File: src/assert_macros.svh
// Assertion macros shared by the parser modules.
`ifndef ASSERT_MACROS_SVH
`define ASSERT_MACROS_SVH

// Implication checked at every rising edge of clk, held off while in reset.
`define ASSERT_IMPLIES(label, cond, expr, msg) \
    label: assert property (@(posedge clk) disable iff (!rst_n) (cond) |-> (expr)) \
        else $error(msg);

// Condition that must never be true at a rising edge of clk outside reset.
`define ASSERT_NEVER(label, cond, msg) \
    label: assert property (@(posedge clk) disable iff (!rst_n) !(cond)) \
        else $error(msg);

`endif

File: src/hrmp_pkg.sv
// Shared types and constants for the heart rate measurement parser.
package hrmp_pkg;

    localparam int MAX_PACKET_BYTES_DEFAULT = 512;
    localparam int QUEUE_DEPTH = 2;

    // Result kinds as seen on the output port.
    localparam logic [1:0] KIND_HEART   = 2'd0;
    localparam logic [1:0] KIND_RR      = 2'd1;
    localparam logic [1:0] KIND_BATTERY = 2'd2;

    // Flag byte masks of a heart rate payload.
    localparam logic [7:0] FLAG_FORMAT16 = 8'h01;
    localparam logic [7:0] FLAG_ENERGY   = 8'h08;
    localparam logic [7:0] FLAG_RR       = 8'h10;

    // An RR count of 1/1024 s times 125 gives 1/128 ms.
    localparam logic [6:0] RR_SCALE = 7'd125;

    typedef struct packed {
        logic [1:0]  kind;
        logic [15:0] value;
        logic        changed;
    } cmd_t;

endpackage

File: src/heart_rate_measurement_parser.sv
// Top level of the heart rate measurement parser.
//
//  Channel  Direction  Handshake              Payload
//  input    in         in_valid / in_ready    char_kind, payload_byte, last_byte
//  output   out        out_valid / out_ready  result_kind, heart_rate, rr_raw,
//                                             rr_time_128ths_ms, battery_percent,
//                                             battery_changed
//
// One byte is taken per cycle while in_ready is high; a result passes
// through a queue entry, then the output register that holds the RR multiply.
// in_ready falls only when the two-entry command queue is full, which
// happens only while the consumer holds out_ready low.
// Reset clears the packet position, flags and stored battery level at once.
module heart_rate_measurement_parser #(
    parameter int MAX_PACKET_BYTES = hrmp_pkg::MAX_PACKET_BYTES_DEFAULT
) (
    input  logic        clk,
    input  logic        rst_n,
    input  logic        in_valid,
    output logic        in_ready,
    input  logic        char_kind,
    input  logic [7:0]  payload_byte,
    input  logic        last_byte,
    output logic        out_valid,
    input  logic        out_ready,
    output logic [1:0]  result_kind,
    output logic [15:0] heart_rate,
    output logic [15:0] rr_raw,
    output logic [22:0] rr_time_128ths_ms,
    output logic [7:0]  battery_percent,
    output logic        battery_changed
);
    import hrmp_pkg::*;

    logic push;
    logic pop;
    logic queue_full;
    logic queue_not_empty;
    cmd_t push_cmd;
    cmd_t head_cmd;

    hrmp_front #(
        .MAX_PACKET_BYTES(MAX_PACKET_BYTES)
    ) u_front (
        .clk          (clk),
        .rst_n        (rst_n),
        .in_valid     (in_valid),
        .in_ready     (in_ready),
        .char_kind    (char_kind),
        .payload_byte (payload_byte),
        .last_byte    (last_byte),
        .queue_full   (queue_full),
        .push         (push),
        .cmd          (push_cmd)
    );

    hrmp_queue u_queue (
        .clk       (clk),
        .rst_n     (rst_n),
        .push      (push),
        .push_cmd  (push_cmd),
        .full      (queue_full),
        .pop       (pop),
        .not_empty (queue_not_empty),
        .head      (head_cmd)
    );

    hrmp_back u_back (
        .clk               (clk),
        .rst_n             (rst_n),
        .cmd_avail         (queue_not_empty),
        .cmd               (head_cmd),
        .pop               (pop),
        .out_valid         (out_valid),
        .out_ready         (out_ready),
        .result_kind       (result_kind),
        .heart_rate        (heart_rate),
        .rr_raw            (rr_raw),
        .rr_time_128ths_ms (rr_time_128ths_ms),
        .battery_percent   (battery_percent),
        .battery_changed   (battery_changed)
    );

endmodule

File: src/hrmp_front.sv
// Byte parser: tracks packet position and flags, emits one command per result.
module hrmp_front #(
    parameter int MAX_PACKET_BYTES = hrmp_pkg::MAX_PACKET_BYTES_DEFAULT
) (
    input  logic          clk,
    input  logic          rst_n,
    input  logic          in_valid,
    output logic          in_ready,
    input  logic          char_kind,
    input  logic [7:0]    payload_byte,
    input  logic          last_byte,
    input  logic          queue_full,
    output logic          push,
    output hrmp_pkg::cmd_t cmd
);
    import hrmp_pkg::*;

    localparam int PosWidth = $clog2(MAX_PACKET_BYTES + 1);

    logic [PosWidth-1:0] pos_reg, pos_next;
    logic [7:0]          flags_reg, flags_next;
    logic [7:0]          held_reg, held_next;
    logic [7:0]          battery_reg, battery_next;
    logic                rr_phase_reg, rr_phase_next;
    logic                pkt_battery_reg, pkt_battery_next;

    logic       accept;
    logic       fmt16;
    logic       rr_on;
    logic [2:0] rr_start;
    logic       pos_zero;
    logic       battery_now;

    assign in_ready    = !queue_full;
    assign accept      = in_valid && in_ready;
    assign fmt16       = (flags_reg & FLAG_FORMAT16) != 8'h00;
    assign rr_on       = (flags_reg & FLAG_RR) != 8'h00;
    assign rr_start    = (fmt16 ? 3'd3 : 3'd2) + (((flags_reg & FLAG_ENERGY) != 8'h00) ? 3'd2 : 3'd0);
    assign pos_zero    = pos_reg == '0;
    assign battery_now = pos_zero ? char_kind : pkt_battery_reg;

    always_comb
    begin
        pos_next         = pos_reg;
        flags_next       = flags_reg;
        held_next        = held_reg;
        battery_next     = battery_reg;
        rr_phase_next    = rr_phase_reg;
        pkt_battery_next = pkt_battery_reg;
        push             = 1'b0;
        cmd              = '0;
        if (accept)
        begin
            if (pos_reg < PosWidth'(MAX_PACKET_BYTES))
            begin
                if (pos_zero)
                begin
                    pkt_battery_next = char_kind;
                    rr_phase_next    = 1'b0;
                end
                if (battery_now)
                begin
                    if (pos_zero)
                    begin
                        push         = 1'b1;
                        cmd.kind     = KIND_BATTERY;
                        cmd.value    = {8'h00, payload_byte};
                        cmd.changed  = payload_byte != battery_reg;
                        battery_next = payload_byte;
                    end
                end
                else if (pos_zero)
                begin
                    flags_next = payload_byte;
                end
                else if (pos_reg == PosWidth'(1))
                begin
                    if (fmt16 && !last_byte)
                    begin
                        held_next = payload_byte;
                    end
                    else
                    begin
                        push      = 1'b1;
                        cmd.kind  = KIND_HEART;
                        cmd.value = {8'h00, payload_byte};
                    end
                end
                else if (pos_reg == PosWidth'(2) && fmt16)
                begin
                    push      = 1'b1;
                    cmd.kind  = KIND_HEART;
                    cmd.value = {payload_byte, held_reg};
                end
                else if (rr_on && pos_reg >= PosWidth'(rr_start))
                begin
                    if (!rr_phase_reg)
                    begin
                        held_next     = payload_byte;
                        rr_phase_next = 1'b1;
                    end
                    else
                    begin
                        rr_phase_next = 1'b0;
                        push          = 1'b1;
                        cmd.kind      = KIND_RR;
                        cmd.value     = {payload_byte, held_reg};
                    end
                end
                pos_next = pos_reg + 1'b1;
            end
            if (last_byte)
            begin
                pos_next      = '0;
                rr_phase_next = 1'b0;
            end
        end
    end

    always_ff @(posedge clk or negedge rst_n)
    begin
        if (!rst_n)
        begin
            pos_reg         <= '0;
            flags_reg       <= '0;
            held_reg        <= '0;
            battery_reg     <= '0;
            rr_phase_reg    <= 1'b0;
            pkt_battery_reg <= 1'b0;
        end
        else
        begin
            pos_reg         <= pos_next;
            flags_reg       <= flags_next;
            held_reg        <= held_next;
            battery_reg     <= battery_next;
            rr_phase_reg    <= rr_phase_next;
            pkt_battery_reg <= pkt_battery_next;
        end
    end

endmodule

File: src/hrmp_queue.sv
// Short command queue between the parser and the result stage.
`include "assert_macros.svh"

module hrmp_queue (
    input  logic           clk,
    input  logic           rst_n,
    input  logic           push,
    input  hrmp_pkg::cmd_t push_cmd,
    output logic           full,
    input  logic           pop,
    output logic           not_empty,
    output hrmp_pkg::cmd_t head
);
    import hrmp_pkg::*;

    localparam int PtrWidth   = (QUEUE_DEPTH > 1) ? $clog2(QUEUE_DEPTH) : 1;
    localparam int CountWidth = $clog2(QUEUE_DEPTH + 1);

    cmd_t                  entries_reg [QUEUE_DEPTH];
    logic [PtrWidth-1:0]   wr_ptr_reg, wr_ptr_next;
    logic [PtrWidth-1:0]   rd_ptr_reg, rd_ptr_next;
    logic [CountWidth-1:0] count_reg, count_next;

    assign full      = count_reg == CountWidth'(QUEUE_DEPTH);
    assign not_empty = count_reg != '0;
    assign head      = entries_reg[rd_ptr_reg];

    function automatic logic [PtrWidth-1:0] ptr_inc(input logic [PtrWidth-1:0] p);
        return (p == PtrWidth'(QUEUE_DEPTH - 1)) ? '0 : p + 1'b1;
    endfunction

    always_comb
    begin
        wr_ptr_next = push ? ptr_inc(wr_ptr_reg) : wr_ptr_reg;
        rd_ptr_next = pop ? ptr_inc(rd_ptr_reg) : rd_ptr_reg;
        count_next  = count_reg;
        if (push && !pop)
        begin
            count_next = count_reg + 1'b1;
        end
        else if (pop && !push)
        begin
            count_next = count_reg - 1'b1;
        end
    end

    always_ff @(posedge clk)
    begin
        if (push)
        begin
            entries_reg[wr_ptr_reg] <= push_cmd;
        end
    end

    always_ff @(posedge clk or negedge rst_n)
    begin
        if (!rst_n)
        begin
            wr_ptr_reg <= '0;
            rd_ptr_reg <= '0;
            count_reg  <= '0;
        end
        else
        begin
            wr_ptr_reg <= wr_ptr_next;
            rd_ptr_reg <= rd_ptr_next;
            count_reg  <= count_next;
        end
    end

    `ASSERT_NEVER(a_no_overflow, push && full && !pop, "command pushed into a full queue")
    `ASSERT_NEVER(a_no_underflow, pop && !not_empty, "command popped from an empty queue")
    `ASSERT_NEVER(a_count_range, count_reg > CountWidth'(QUEUE_DEPTH), "queue count out of range")

endmodule

File: src/hrmp_back.sv
// Result stage: scales RR intervals and holds the result for the consumer.
`include "assert_macros.svh"

module hrmp_back (
    input  logic           clk,
    input  logic           rst_n,
    input  logic           cmd_avail,
    input  hrmp_pkg::cmd_t cmd,
    output logic           pop,
    output logic           out_valid,
    input  logic           out_ready,
    output logic [1:0]     result_kind,
    output logic [15:0]    heart_rate,
    output logic [15:0]    rr_raw,
    output logic [22:0]    rr_time_128ths_ms,
    output logic [7:0]     battery_percent,
    output logic           battery_changed
);
    import hrmp_pkg::*;

    logic        valid_reg, valid_next;
    logic [1:0]  kind_reg;
    logic [15:0] heart_reg;
    logic [15:0] rr_raw_reg;
    logic [22:0] rr_time_reg;
    logic [7:0]  battery_reg;
    logic        changed_reg;
    logic [22:0] product;

    assign pop        = cmd_avail && (!valid_reg || out_ready);
    assign valid_next = pop || (valid_reg && !out_ready);
    assign product    = 23'(cmd.value) * 23'(RR_SCALE);

    always_ff @(posedge clk or negedge rst_n)
    begin
        if (!rst_n)
        begin
            valid_reg <= 1'b0;
        end
        else
        begin
            valid_reg <= valid_next;
        end
    end

    // Fields that do not belong to the result kind read as zero.
    always_ff @(posedge clk)
    begin
        if (pop)
        begin
            kind_reg    <= cmd.kind;
            heart_reg   <= (cmd.kind == KIND_HEART) ? cmd.value : 16'h0000;
            rr_raw_reg  <= (cmd.kind == KIND_RR) ? cmd.value : 16'h0000;
            rr_time_reg <= (cmd.kind == KIND_RR) ? product : 23'h000000;
            battery_reg <= (cmd.kind == KIND_BATTERY) ? cmd.value[7:0] : 8'h00;
            changed_reg <= (cmd.kind == KIND_BATTERY) && cmd.changed;
        end
    end

    assign out_valid         = valid_reg;
    assign result_kind       = kind_reg;
    assign heart_rate        = heart_reg;
    assign rr_raw            = rr_raw_reg;
    assign rr_time_128ths_ms = rr_time_reg;
    assign battery_percent   = battery_reg;
    assign battery_changed   = changed_reg;

    `ASSERT_IMPLIES(a_rr_scaled, valid_reg && kind_reg == KIND_RR, rr_time_reg == 23'(rr_raw_reg) * 23'(RR_SCALE), "RR time does not match raw interval")
    `ASSERT_IMPLIES(a_kind_legal, valid_reg, kind_reg != 2'd3, "illegal result kind")
    `ASSERT_IMPLIES(a_held_result, valid_reg && !out_ready, !pop, "pending result overwritten")

endmodule
File: config.mk
export PLATFORM = sky130hd
export DESIGN_NAME = heart_rate_measurement_parser
export DESIGN_NICKNAME = d
export VERILOG_FILES = /design/src/hrmp_pkg.sv /design/src/heart_rate_measurement_parser.sv /design/src/hrmp_front.sv /design/src/hrmp_queue.sv /design/src/hrmp_back.sv
export VERILOG_INCLUDE_DIRS = /design/src /design/src/src
export SDC_FILE = /design/constraint.sdc
export NUM_CORES = 1
export LEC_CHECK = 0
export BUFFER_PORTS_ARGS = -buffer_cell sky130_fd_sc_hd__buf_2
export CORE_MARGIN = 2
export CORE_UTILIZATION = 54
export DETAILED_ROUTE_END_ITERATION = 8
export PLACE_DENSITY = 0.74
export SLEW_MARGIN = 0
export SYNTH_ARGS = -nofsm -noshare
export SYNTH_HDL_FRONTEND = slang
export SYNTH_HIERARCHICAL = 1
export SYNTH_SLANG_ARGS = --single-unit
File: constraint.sdc
create_clock -name clk -period 8.4 [get_ports clk]
set_input_delay 1.26 -clock clk [delete_from_list [all_inputs] [get_ports clk]]
set_output_delay 1.26 -clock clk [all_outputs]
set_load 0.01 [all_outputs]
# --- After elaboration in Yosys (flattened, before gate mapping) ---
# Memories as Yosys holds them, arrays and structs flattened.
# Cells that the tools add are included.
totals:
  reg_bits: 104
  latch_bits: 0
  ram_bits: 38
  rom_bits: 0
  in_bits: 14
  output_inout_bits: 68
  elab_cells: 111
  memories: 1
mem_list:
  columns: ["name", "words", "width", "read_ports", "rd_ports_with_merged_regs", "write_ports", "line_no", "text"]
  rows:
  - ["u_queue.entries_reg", 2, 19, 1, 0, 1, "hrmp_queue.sv:19", "cmd_t entries_reg [QUEUE_DEPTH];"]
classes:
  addsub: 6
  multipliers: 1
  div: 0
  order_cmp: 2
  eq_ne: 9
  shifts: 0
  n_mux: 46
  bitwise_logic: 2
  reduce_logical: 28
ops:
  columns: ["operator", "n"]
  rows:
  - ["two-way mux 18 bit", 5]
  - ["two-way mux 19 bit", 3]
  - ["two-way mux 8 bit", 6]
  - ["two-way mux 1 bit", 26]
  - ["multiplier 16 x 7 -> 23 bit (second input constant)", 1]
  - ["two-way mux 10 bit", 2]
  - ["two-way mux 17 bit", 1]
  - ["adder 10 x 1 -> 10 bit (second input constant)", 1]
  - ["equality test 10 x 1 -> 1 bit (second input constant)", 1]
  - ["equality test 10 x 2 -> 1 bit (second input constant)", 1]
  - [">= comparator 10 x 3 -> 1 bit", 1]
  - ["zero test 10 bit", 1]
  - ["less-than comparator 10 bit (second input constant)", 1]
  - ["logical AND 1 bit", 9]
  - ["!= test 8 bit", 1]
  - ["AND reduction 4 bit", 2]
  - ["AND reduction 8 bit", 1]
  - ["nonzero test 2 bit", 4]
  - ["zero test 1 bit", 6]
  - ["two-way mux 2 bit", 3]
  - ["equality test 2 bit (second input constant)", 2]
  - ["!= test 2 bit (second input constant)", 2]
  - ["AND reduction 2 bit", 2]
  - ["adder 3 bit", 1]
  - ["other kinds (8)", 11]

# --- Logic depth before layout (Yosys ltp) ---
# Gate-level depths: netlist of run 1.
logic_depth:
  ltp_word: 15
  mapped_depth: 16
  depth_no_buf: 15

# --- Cells and area by module ---
# The synthesis of run 1 kept the hierarchy.
modules_own_cells:
  columns: ["module", "instances", "cells_per_inst", "area_per_inst_um2", "seq_area_each_um2"]
  rows:
  - ["hrmp_back", 1, 456, 5216.3, 1946.9]
  - ["hrmp_front", 1, 175, 1896.8, 775.7]
  - ["hrmp_queue", 1, 75, 1640.3, 1241.2]

# --- Worst setup path after synthesis of run 1 ---
# OpenSTA, ideal clock, no wires.
synth_path:
  path_kind: "reg2reg"
  from: "register u_queue.rd_ptr_reg"
  to: "register u_back.rr_time_reg[21], in the netlist u_back/rr_time_128ths_ms[21] (data pin)"
  setup_time_ns: 0.261
  arrival_ns: 4.374
  required_ns: 8.139
  path_slack_ns: 3.764
  path_stages_with_launch: 16
  path_buffers: 2
  synth_period_minus_slack_ns: 4.636
  path_cell_list: "dfrtp_1 -> buf_6 -> mux2_4 -> inv_1 -> fa_1 -> fa_1 -> fa_1 -> fa_1 -> inv_1 -> ha_1 -> buf_4 -> a21oi_1 -> o21ai_0 -> a221o_1 -> a31oi_1 -> mux2i_1"
synth_lines:
  columns: ["item", "line_no", "text"]
  rows:
  - ["from (decl)", "hrmp_queue.sv:21", "logic [PtrWidth-1:0] rd_ptr_reg, rd_ptr_next;"]
  - ["from (signal assigned)", "hrmp_queue.sv:66", "rd_ptr_reg <= rd_ptr_next;"]
  - ["to (signal assigned)", "hrmp_back.sv:54", "rr_time_reg <= (cmd.kind == KIND_RR) ? product : 23'h000000;"]
  - ["to (decl)", "hrmp_back.sv:25", "logic [22:0] rr_time_reg;"]

==> summary.md, run 1 <==
| Metric | Value |
|---|---|
| Initial Util | `55.1%` |
| Cells along the critical path | `mux2_4, inv_1, fa_1, fa_1, fa_1, fa_1, inv_1, ha_1, a21oi_1, o21ai_0, a221o_1, a31oi_1, mux2i_1` |
| Postcts setup bufs | `0` |
| R2r worst-path depth | `13` |
| Top FF cell, synth | `edfxtp_1` |
| Die Area | `0.0172 mm^2` |
| Number of global-route vias before repair | `5852` |
| Cell depth of the worst hold path | `1` |
| GRT Util Overall | `21.4%` |
| Cell mode on critical path | `fa_1` |
| Reg2reg end | `u_back/rr_time_128ths_ms[21]` |
| Via count | `5556` |
| Clock Latency Late Sink | `430 ps` |
| Pre-CTS setup slack | `2770 ps` |
| Post-cts resize count | `0` |
| Post-route ant nets | `0` |
| Diodes inserted | `0` |
| Global placement routability congestion | `0.886` |
| Internal reg-to-reg setup slack | `2770 ps` |
| Final period utilization | `67.1%` |
| CP Launch Type | `flop` |
| Hold WC Path Type | `reg2reg` |
| Critical path's slowest cell | `dfrtp_1` |
| Worst-path clk slew | `60 ps` |
| Net Count, Synth | `835` |
| Vias per cell | `5.45` |
| Setup TNS | `0 ps` |
| Global route overflow | `0` |
| Achievable Freq | `0.178 GHz` |
| Max Cap Viol | `0` |
| CTS tree | `done` |
| Sequential cell area | `0.00396 mm^2` |
| CP Max Fanout | `20` |
| Number of synthesized flops with an enable pin | `102` |
| Routed len/inst | `17.0 um` |
| Crit Reg-Reg Startpoint | `u_queue/rd_ptr_reg` |
| Pin count of the biggest net entering global routing | `67` |
| # IOs | `82` |
| Share of layout cells above drive strength 1 | `21.8%` |
| CTS root buffer | `clkbuf_16` |
| Post-synthesis register bit count | `138` |
| CTS Buf Count | `17` |
| # clock sinks | `138` |
| Area grow syn2layout | `13.1%` |
| WL final | `17.4 mm` |
| Nets | `920` |
| DRC viols | `0` |
| Buffers on Ports | `81` |
| Final Max Slew Viols | `0` |
| Post-synthesis cell count | `706` |
| Max FFs per register | `38` |
| Avg Cell Area, Syn | `12.4 um^2` |
| Final WS setup | `2770 ps` |
| DR iter-0 viols | `343` |
| Die height | `131 um` |
| Synth unique cells | `66` |
| Critical setup path kind | `reg2reg` |
| First-pass GRT wire length | `29.1 mm` |
| Synth Cell Area | `0.00875 mm^2` |
| Min-delay src | `u_queue/count_reg[1]` |
| RSZ-0062 raised after global routing | `no` |
| Slew HR | `24.7%` |
| CP arrival | `5810 ps` |
| Actual slew at the worst max-slew pin | `1130 ps` |
| Die width | `131 um` |
| Status | `completed` |
| Synth warn | `6` |
| Sequential share of the synthesized area | `45.3%` |
| H-tree levels | `4` |
| Worst EP required | `8580 ps` |
| Max Root-Sink Buffers | `2` |
| Slowest cell delay on critical path | `1090 ps` |
| Detail Placement HPWL | `13.1 mm` |
| Final hold vios | `0` |
| Num rows | `46` |
| Core ar. | `0.0159 mm^2` |
| CP Capture Type | `flop` |
| Async S/R FF share, synth | `26.1%` |
| Hold_buf cts | `0` |
| Worst Skew | `10.0 ps` |
| Setup-failing EPs final | `0` |
| Fill cell count | `1269` |
| Multi-input gate area | `0.00433 mm^2` |
| First-pass iteration count of the detailed router | `5` |
| Worst hold path endpoint | `u_queue/count_reg[1]` |
| Clock period minus worst slack | `5630 ps` |
| Initial antenna violation count | `0` |
-- final cells by class --
type / count / share of cell area, %
multi-input cells: 459 / 43.8
flip-flops and latches: 138 / 40.0
clock buffers: 21 / 4.80
repair buffers: 85 / 4.40
inverters: 90 / 3.41
well taps: 216 / 2.73
clock inverters: 11 / 0.859
-- worst max-delay path by stage --
| stage | from | to | slack, ps | depth (start not counted) |
|---|---|---|---|---|
| 2_1_floorplan | u_queue/rd_ptr_reg | u_back/rr_time_128ths_ms[21] | 3760 | 15 |
| 3_3_place_gp | u_queue/rd_ptr_reg | u_back/rr_time_128ths_ms[22] | 2910 | 13 |
| 3_5_place_dp | u_queue/rd_ptr_reg | u_back/rr_time_128ths_ms[21] | 2770 | 13 |
| 4_1_cts | u_queue/rd_ptr_reg | u_back/rr_time_128ths_ms[21] | 2790 | 13 |
| 5_1_grt | u_queue/rd_ptr_reg | u_back/rr_time_128ths_ms[21] | 2470 | 13 |
| 6_report | u_queue/rd_ptr_reg | u_back/rr_time_128ths_ms[21] | 2770 | 13 |
-- worst max-delay path, delay by kind of cell, from the launching register on --
family | cells | cell delay [ps]
flops | 1 | 1090
buf+inv | 2 | 340
mux | 2 | 470
compound gates | 4 | 980
fa+ha+maj | 5 | 2500
-- layer usage --
metal / vias up / track usage (%) / routed length (um)
met5: - / 0 / 0
met4: 0 / 7.73 / 312
met3: 27 / 4.05 / 682
met2: 148 / 37.2 / 8970
met1: 2762 / 26.9 / 7400
li1: 2619 / - / -
-- cells in the mapped netlist (all sizes together) (2+ instances only) --
| cell | number | area share [%] |
|---|---|---|
| mux2i | 8 | 0.91 |
| nor2b | 7 | 0.50 |
| clkbuf | 7 | 0.30 |
| nand2b | 16 | 1.1 |
| o21a | 7 | 0.60 |
| a22o | 9 | 0.90 |
| a31oi | 6 | 0.43 |
| o21ai | 20 | 1.2 |
| and3 | 4 | 0.29 |
| ha | 61 | 8.7 |
| inv | 90 | 3.9 |
| buf | 12 | 1.1 |
| a21o | 5 | 0.43 |
| nor3 | 16 | 0.91 |
| o31ai | 3 | 0.26 |
| edfxtp | 102 | 35 |
| nand4 | 6 | 0.57 |
| xor2 | 19 | 1.9 |
| nor3b | 3 | 0.31 |
| and2 | 30 | 2.1 |
| a21oi | 21 | 1.5 |
| dfrtp | 36 | 10 |
| nor4 | 6 | 0.67 |
| mux2 | 39 | 5.8 |
| nand2 | 28 | 1.2 |
| xnor2 | 8 | 0.80 |
| a22oi | 2 | 0.17 |
| or3 | 2 | 0.14 |
| or2 | 2 | 0.14 |
| fa | 54 | 12 |
| a21boi | 2 | 0.17 |
| o211ai | 8 | 0.74 |
| a211oi | 2 | 0.23 |
| nand3 | 10 | 0.63 |
| nor2 | 41 | 1.8 |
-- stage by stage --
stage	area [um^2]	hold WS (ps)	std cells	utilization (%)
after floorplan	8750	449	706	-
after global placement	9340	467	988	58.8
after detailed placement	9340	479	988	58.8
after CTS	9900	492	1020	62.3
after global routing	9900	512	1020	62.3
final	9900	492	1020	62.3
-- cells by family (layout without fill, tap and decap cells) --
family | count (synthesis) | count (layout) | synth area share [%]
AND/OR/NAND/NOR | 176 | 176 | 11.0
flip-flops | 138 | 138 | 45.3
adder cells (fa/ha/maj) | 115 | 115 | 21.1
buffers and inverters | 109 | 207 | 5.23
AO/OA/AOI/OAI | 94 | 94 | 7.96
multiplexers | 47 | 47 | 6.75
XOR/XNOR | 27 | 27 | 2.70
-- layout by cell type, fill, tap and decap left out, types with 3 or more instances in the layout --
cell and instances:
nand4_1 4, o21ai_0 18, inv_6 3, mux2_4 19
fa_1 54, nor4_1 4, buf_2 81, mux2i_1 8
nand2b_1 16, o21a_1 7, ha_1 61, nor2b_1 7
nor3_1 16, inv_1 90, a21oi_1 17, buf_4 4
dfrtp_1 36, nand3_1 9, nor2_1 41, clkbuf_16 18
a22o_1 9, a31oi_1 6, o31ai_1 3, edfxtp_1 102
and3_1 4, xor2_1 19, nand2_1 27, mux2_2 18
xnor2_1 8, a21oi_2 3, and2_1 29, a21o_1 5
o211ai_1 7
Power of run 1 is left out: the tool's default activity adds up to more than one toggle a clock period on the data nets, which glitch-free logic cannot reach.
==> run 2: changes to the inputs <==
Clock period 8.4 ns to 5.5 ns, I/O delays scaled along.
==> summary.md, run 2 (same netlist as run 1, synthesis figures left out) <==
| Metric | Value |
|---|---|
| Crit Reg-Reg Startpoint | `u_queue/rd_ptr_reg` |
| Max Root-Sink Buffers | `2 (unchanged)` |
| Setup TNS | `0 ps (unchanged)` |
| CP arrival | `5290 ps (-520 ps)` |
| Via count | `5581 (+0.45%)` |
| Nets | `921 (+0.11%)` |
| WL final | `17.5 mm (+0.77%)` |
| Initial Util | `55.1% (unchanged)` |
| Worst path top cell family by delay | `adder cells` |
| H-tree levels | `4 (unchanged)` |
| Worst Skew | `17.8 ps (+7.80 ps)` |
| CP Buf/Inv Count | `3 (+1)` |
| First-pass GRT wire length | `28.5 mm (-1.9%)` |
| Number of global-route vias before repair | `5739 (-1.9%)` |
| Share of layout cells above drive strength 1 | `21.6% (-0.15 points)` |
| Die height | `131 um (unchanged)` |
| Global placement routability congestion | `0.887 (+0.14%)` |
| Die Area | `0.0172 mm^2 (unchanged)` |
| Clock Latency Late Sink | `440 ps (about the same)` |
| Final WS setup | `377 ps (-2390 ps)` |
| Slowest cell delay on critical path | `540 ps (-550 ps)` |
| GRT Util Overall | `21.0% (-0.43 points)` |
| Slew HR | `40.6% (+16 points)` |
| Most frequent cells in the layout | `102 x edfxtp_1, 90 x inv_1, 81 x buf_2` |
| Hold WC Path Type | `in2async` |
| CTS root buffer | `clkbuf_16` |
| Worst-path clk slew | `60 ps (about the same)` |
| CTS Buf Count | `17 (unchanged)` |
| Cells along the critical path | `buf_4, mux2_4, inv_1, fa_1, fa_1, fa_1, fa_1, inv_1, ha_1, a21oi_1, o21ai_0, a21oi_2, nor4_1, or3_1` |
| # IOs | `82 (unchanged)` |
| Final Max Slew Viols | `0 (unchanged)` |
| Achievable Freq | `0.195 GHz (+9.9%)` |
| CP Capture Type | `flop` |
| Reg2reg end | `u_back/rr_time_128ths_ms[14]` |
| Commonest non-fill, non-tap cell in the layout | `edfxtp_1` |
| DRC viols | `0 (unchanged)` |
| RSZ-0062 raised after global routing | `no` |
| CP Max Fanout | `12 (-40%)` |
| Pre-CTS setup slack | `440 ps (-2330 ps)` |
| R2r worst-path depth | `14 (+1)` |
| Diodes inserted | `0 (unchanged)` |
| Core ar. | `0.0159 mm^2 (unchanged)` |
| Setup-failing EPs final | `0 (unchanged)` |
| Area grow syn2layout | `13.4%` |
| # clock sinks | `138 (unchanged)` |
| Final hold vios | `0 (unchanged)` |
| Die width | `131 um (unchanged)` |
| Buffers on Ports | `81 (unchanged)` |
| DR iter-0 viols | `498 (+45%)` |
| Detail Placement HPWL | `12.7 mm (-2.8%)` |
| Clock period minus worst slack | `5120 ps (-509 ps)` |
| Post-route ant nets | `0 (unchanged)` |
| CTS tree | `done` |
| Vias per cell | `5.47 (+0.35%)` |
| Initial antenna violation count | `0 (unchanged)` |
| Postcts setup bufs | `0 (unchanged)` |
| Hold_buf cts | `0 (unchanged)` |
| Cell mode on critical path | `fa_1` |
| Post-cts resize count | `0 (unchanged)` |
| Num rows | `46 (unchanged)` |
| Global route overflow | `0 (unchanged)` |
| Worst EP required | `5670 ps (-2910 ps)` |
| First-pass iteration count of the detailed router | `5 (unchanged)` |
| Final period utilization | `93.1% (+26 points)` |
| Critical path's slowest cell | `fa_1` |
| Actual slew at the worst max-slew pin | `886 ps (-243 ps)` |
| Status | `completed` |
| Pin count of the biggest net entering global routing | `67 (unchanged)` |
| Max FFs per register | `38 (unchanged)` |
| Max Cap Viol | `0 (unchanged)` |
| Internal reg-to-reg setup slack | `380 ps (-2390 ps)` |
| CP Launch Type | `flop` |
| Multi-input gate area | `0.00434 mm^2 (about the same)` |
| Critical setup path kind | `reg2reg` |
| Fill cell count | `1255 (-1.1%)` |
| Sequential cell area | `0.00396 mm^2 (unchanged)` |
| Routed len/inst | `17.1 um (+0.67%)` |
==> run 2: worst max-delay path by stage <==
stage	startpoint	end	cells after the start
floorplan	u_queue/rd_ptr_reg	u_back/rr_time_128ths_ms[21]	15
global placement	u_queue/rd_ptr_reg	u_back/rr_time_128ths_ms[14]	14
detailed placement	u_queue/rd_ptr_reg	u_back/rr_time_128ths_ms[14]	14
CTS	u_queue/rd_ptr_reg	u_back/rr_time_128ths_ms[14]	14
global route	u_queue/rd_ptr_reg	u_back/rr_time_128ths_ms[14]	14
finish	u_queue/rd_ptr_reg	u_back/rr_time_128ths_ms[14]	14
==> run 2: metal layers <==
metal / vias up / part of all wire (%) / track usage (%)
met5: - / 0 / 0
met4: 0 / 1.8 / 7.55
met3: 29 / 4.6 / 4.98
met2: 177 / 51 / 35.7
met1: 2758 / 43 / 26.4
li1: 2617 / - / -
==> run 2: area by class of cell <==
class                      count  area share (%)
clock buffer                  19            4.36
clock inverter                13            1.45
inverter                      90            3.40
multi-input combinational    459            43.7
sequential                   138            39.9
tap                          216            2.72
timing repair buffer          86            4.46
==> run 2: stage by stage <==
stage               area (um^2)  utilization (%)  instances  hold WS, ps
floorplan                  8750                -        706          449
detailed placement         9350             58.9        989          480
global placement           9350             58.9        989          468
global route               9930             62.5       1021          520
finish                     9930             62.5       1021          475
CTS                        9930             62.5       1021          492
Power of run 2 is left out for the same reason.
==> run 3: changes to the inputs <==
Settings changed: CORE_MARGIN 2 to 3, SLEW_MARGIN 0 to not set.
==> summary.md, run 3 (same netlist as run 1, synthesis figures left out) <==
| Metric | Value |
|---|---|
| DR iter-0 viols | `383 (-23%)` |
| Die width | `133 um (+1.5%)` |
| Number of global-route vias before repair | `5779 (+0.70%)` |
| Core ar. | `0.0155 mm^2 (-2.2%)` |
| Fill cell count | `1200 (-4.4%)` |
| Sequential cell area | `0.00396 mm^2 (unchanged)` |
| Hold WC Path Type | `in2async` |
| Post-route ant nets | `0 (unchanged)` |
| Cells along the critical path | `buf_12, mux2_4, inv_1, fa_1, fa_1, fa_1, fa_1, inv_1, ha_1, a21oi_1, o21ai_0, a221o_1, a31oi_1, mux2i_1` |
| R2r worst-path depth | `14 (unchanged)` |
| Vias per cell | `5.42 (-0.88%)` |
| Final non-filler cell area | `0.00996 mm^2 (+0.30%)` |
| Top Usage Layer GRT | `met2` |
| Most frequent cells in the layout | `102 x edfxtp_1, 90 x inv_1, 81 x buf_2` |
| Cell mode on critical path | `fa_1` |
| H-tree levels | `4 (unchanged)` |
| Grt met2 use | `34.7% (-0.97 points)` |
| Worst-path clk slew | `60 ps (about the same)` |
| Routed len/inst | `16.8 um (-1.8%)` |
| # IOs | `82 (unchanged)` |
| CP arrival | `5310 ps (+20 ps)` |
| Clock Latency Late Sink | `430 ps (about the same)` |
| Global route overflow | `0 (unchanged)` |
| Post-cts resize count | `0 (unchanged)` |
| CTS root buffer | `clkbuf_16` |
| Max Root-Sink Buffers | `2 (unchanged)` |
| RSZ-0062 raised after global routing | `no` |
| Nets | `922 (+0.11%)` |
| Final period utilization | `91.5% (-1.7 points)` |
| CTS Buf Count | `17 (unchanged)` |
| Slew HR | `43.6% (+3.0 points)` |
| DRC viols | `0 (unchanged)` |
| First-pass iteration count of the detailed router | `5 (unchanged)` |
| Pin count of the biggest net entering global routing | `56 (-16%)` |
| Hold_buf cts | `0 (unchanged)` |
| Multi-input gate area | `0.00433 mm^2 (about the same)` |
| Worst Skew | `6.89 ps (-10.9 ps)` |
| CP Max Fanout | `13 (+1)` |
| Die Area | `0.0178 mm^2 (+3.1%)` |
| CP Capture Type | `flop` |
| Status | `completed` |
| Critical path's slowest cell | `fa_1` |
| Postcts setup bufs | `0 (unchanged)` |
| Global placement routability congestion | `0.928 (+4.7%)` |
| Achievable Freq | `0.199 GHz (+1.8%)` |
| Via count | `5510 (-1.3%)` |
| M1 GR Usage | `26.9% (+0.49 points)` |
| Detail Placement HPWL | `12.8 mm (+0.71%)` |
| Die height | `133 um (+1.5%)` |
| Slowest cell delay on critical path | `540 ps (about the same)` |
| CP Launch Type | `flop` |
| CTS tree | `done` |
| Area of placed instances | `0.00936 mm^2 (+0.12%)` |
| Max Cap Viol | `0 (unchanged)` |
| Worst EP required | `5770 ps (+100 ps)` |
| Final hold vios | `0 (unchanged)` |
| Setup-failing EPs final | `0 (unchanged)` |
| Final Max Slew Viols | `0 (unchanged)` |
| Hold WS | `478 ps (+3.02 ps)` |
| Max FFs per register | `38 (unchanged)` |
| Critical setup path kind | `reg2reg` |
| First-pass GRT wire length | `29.1 mm (+2.0%)` |
| Share of layout cells above drive strength 1 | `22.1% (+0.47 points)` |
| Num rows | `45 (-2.2%)` |
| WL final | `17.1 mm (-2.2%)` |
| # clock sinks | `138 (unchanged)` |
| GRT Util Overall | `20.6% (-0.44 points)` |
| Initial Util | `56.3% (+1.2 points)` |
| Met3 Resource Use GR | `4.12% (-0.86 points)` |
| Setup TNS | `0 ps (unchanged)` |
| Actual slew at the worst max-slew pin | `846 ps (-40.4 ps)` |
| Buffers on Ports | `81 (unchanged)` |
| Clock period minus worst slack | `5030 ps (-91.4 ps)` |
| Area grow syn2layout | `13.8%` |
| Commonest non-fill, non-tap cell in the layout | `edfxtp_1` |
| Initial antenna violation count | `0 (unchanged)` |
| Diodes inserted | `0 (unchanged)` |
run 3: per-stage QoR:
| step | std cells | utilization, % | worst slack, ps |
|---|---|---|---|
| 5_1_grt | 1017 | 64.1 | 234 |
| 6_report | 1017 | 64.1 | 468 |
| 3_5_place_dp | 985 | 60.2 | 491 |
| 3_3_place_gp | 985 | 60.2 | 611 |
| 4_1_cts | 1017 | 64.1 | 469 |
| 2_1_floorplan | 706 | - | 864 |
run 3: final timing paths:
check | start | to | slack, ps
max in group asynchronous | rst_n | u_front/pos_reg[1] | 4510
max reg2reg | u_queue/rd_ptr_reg | u_back/rr_time_128ths_ms[21] | 470
min | rst_n | u_front/battery_reg[6] | 480
min reg2reg | u_queue/count_reg[1] | u_queue/count_reg[1] | 490
max | u_queue/rd_ptr_reg | u_back/rr_time_128ths_ms[21] | 470
min in group clk | u_queue/count_reg[1] | u_queue/count_reg[1] | 490
run 3: per-layer routing:
layer	wire (um)	share of wire (%)	vias to the layer above
met5	0	0	-
met4	285	1.7	0
met3	793	4.6	25
met2	8790	51	164
met1	7230	42	2702
li1	-	-	2619
run 3: critical path: cells and delay by family (launching register included):
family                     cells  cell delay (ps)
adders and majority gates      5             2450
AOI/OAI and AO/OA              4             1000
muxes                          2              520
buffers and inverters          3              490
DFF                            1              410
run 3: final cells by class:
class                   instances  share of cell area (%)
repair buffers                 87                    4.65
clock inverters                11                   0.930
inverters                      90                    3.39
clock buffers                  21                    5.05
well taps                     211                    2.65
flip-flops and latches        138                    39.8
multi-input cells             459                    43.5
Power of run 3 is left out for the same reason.
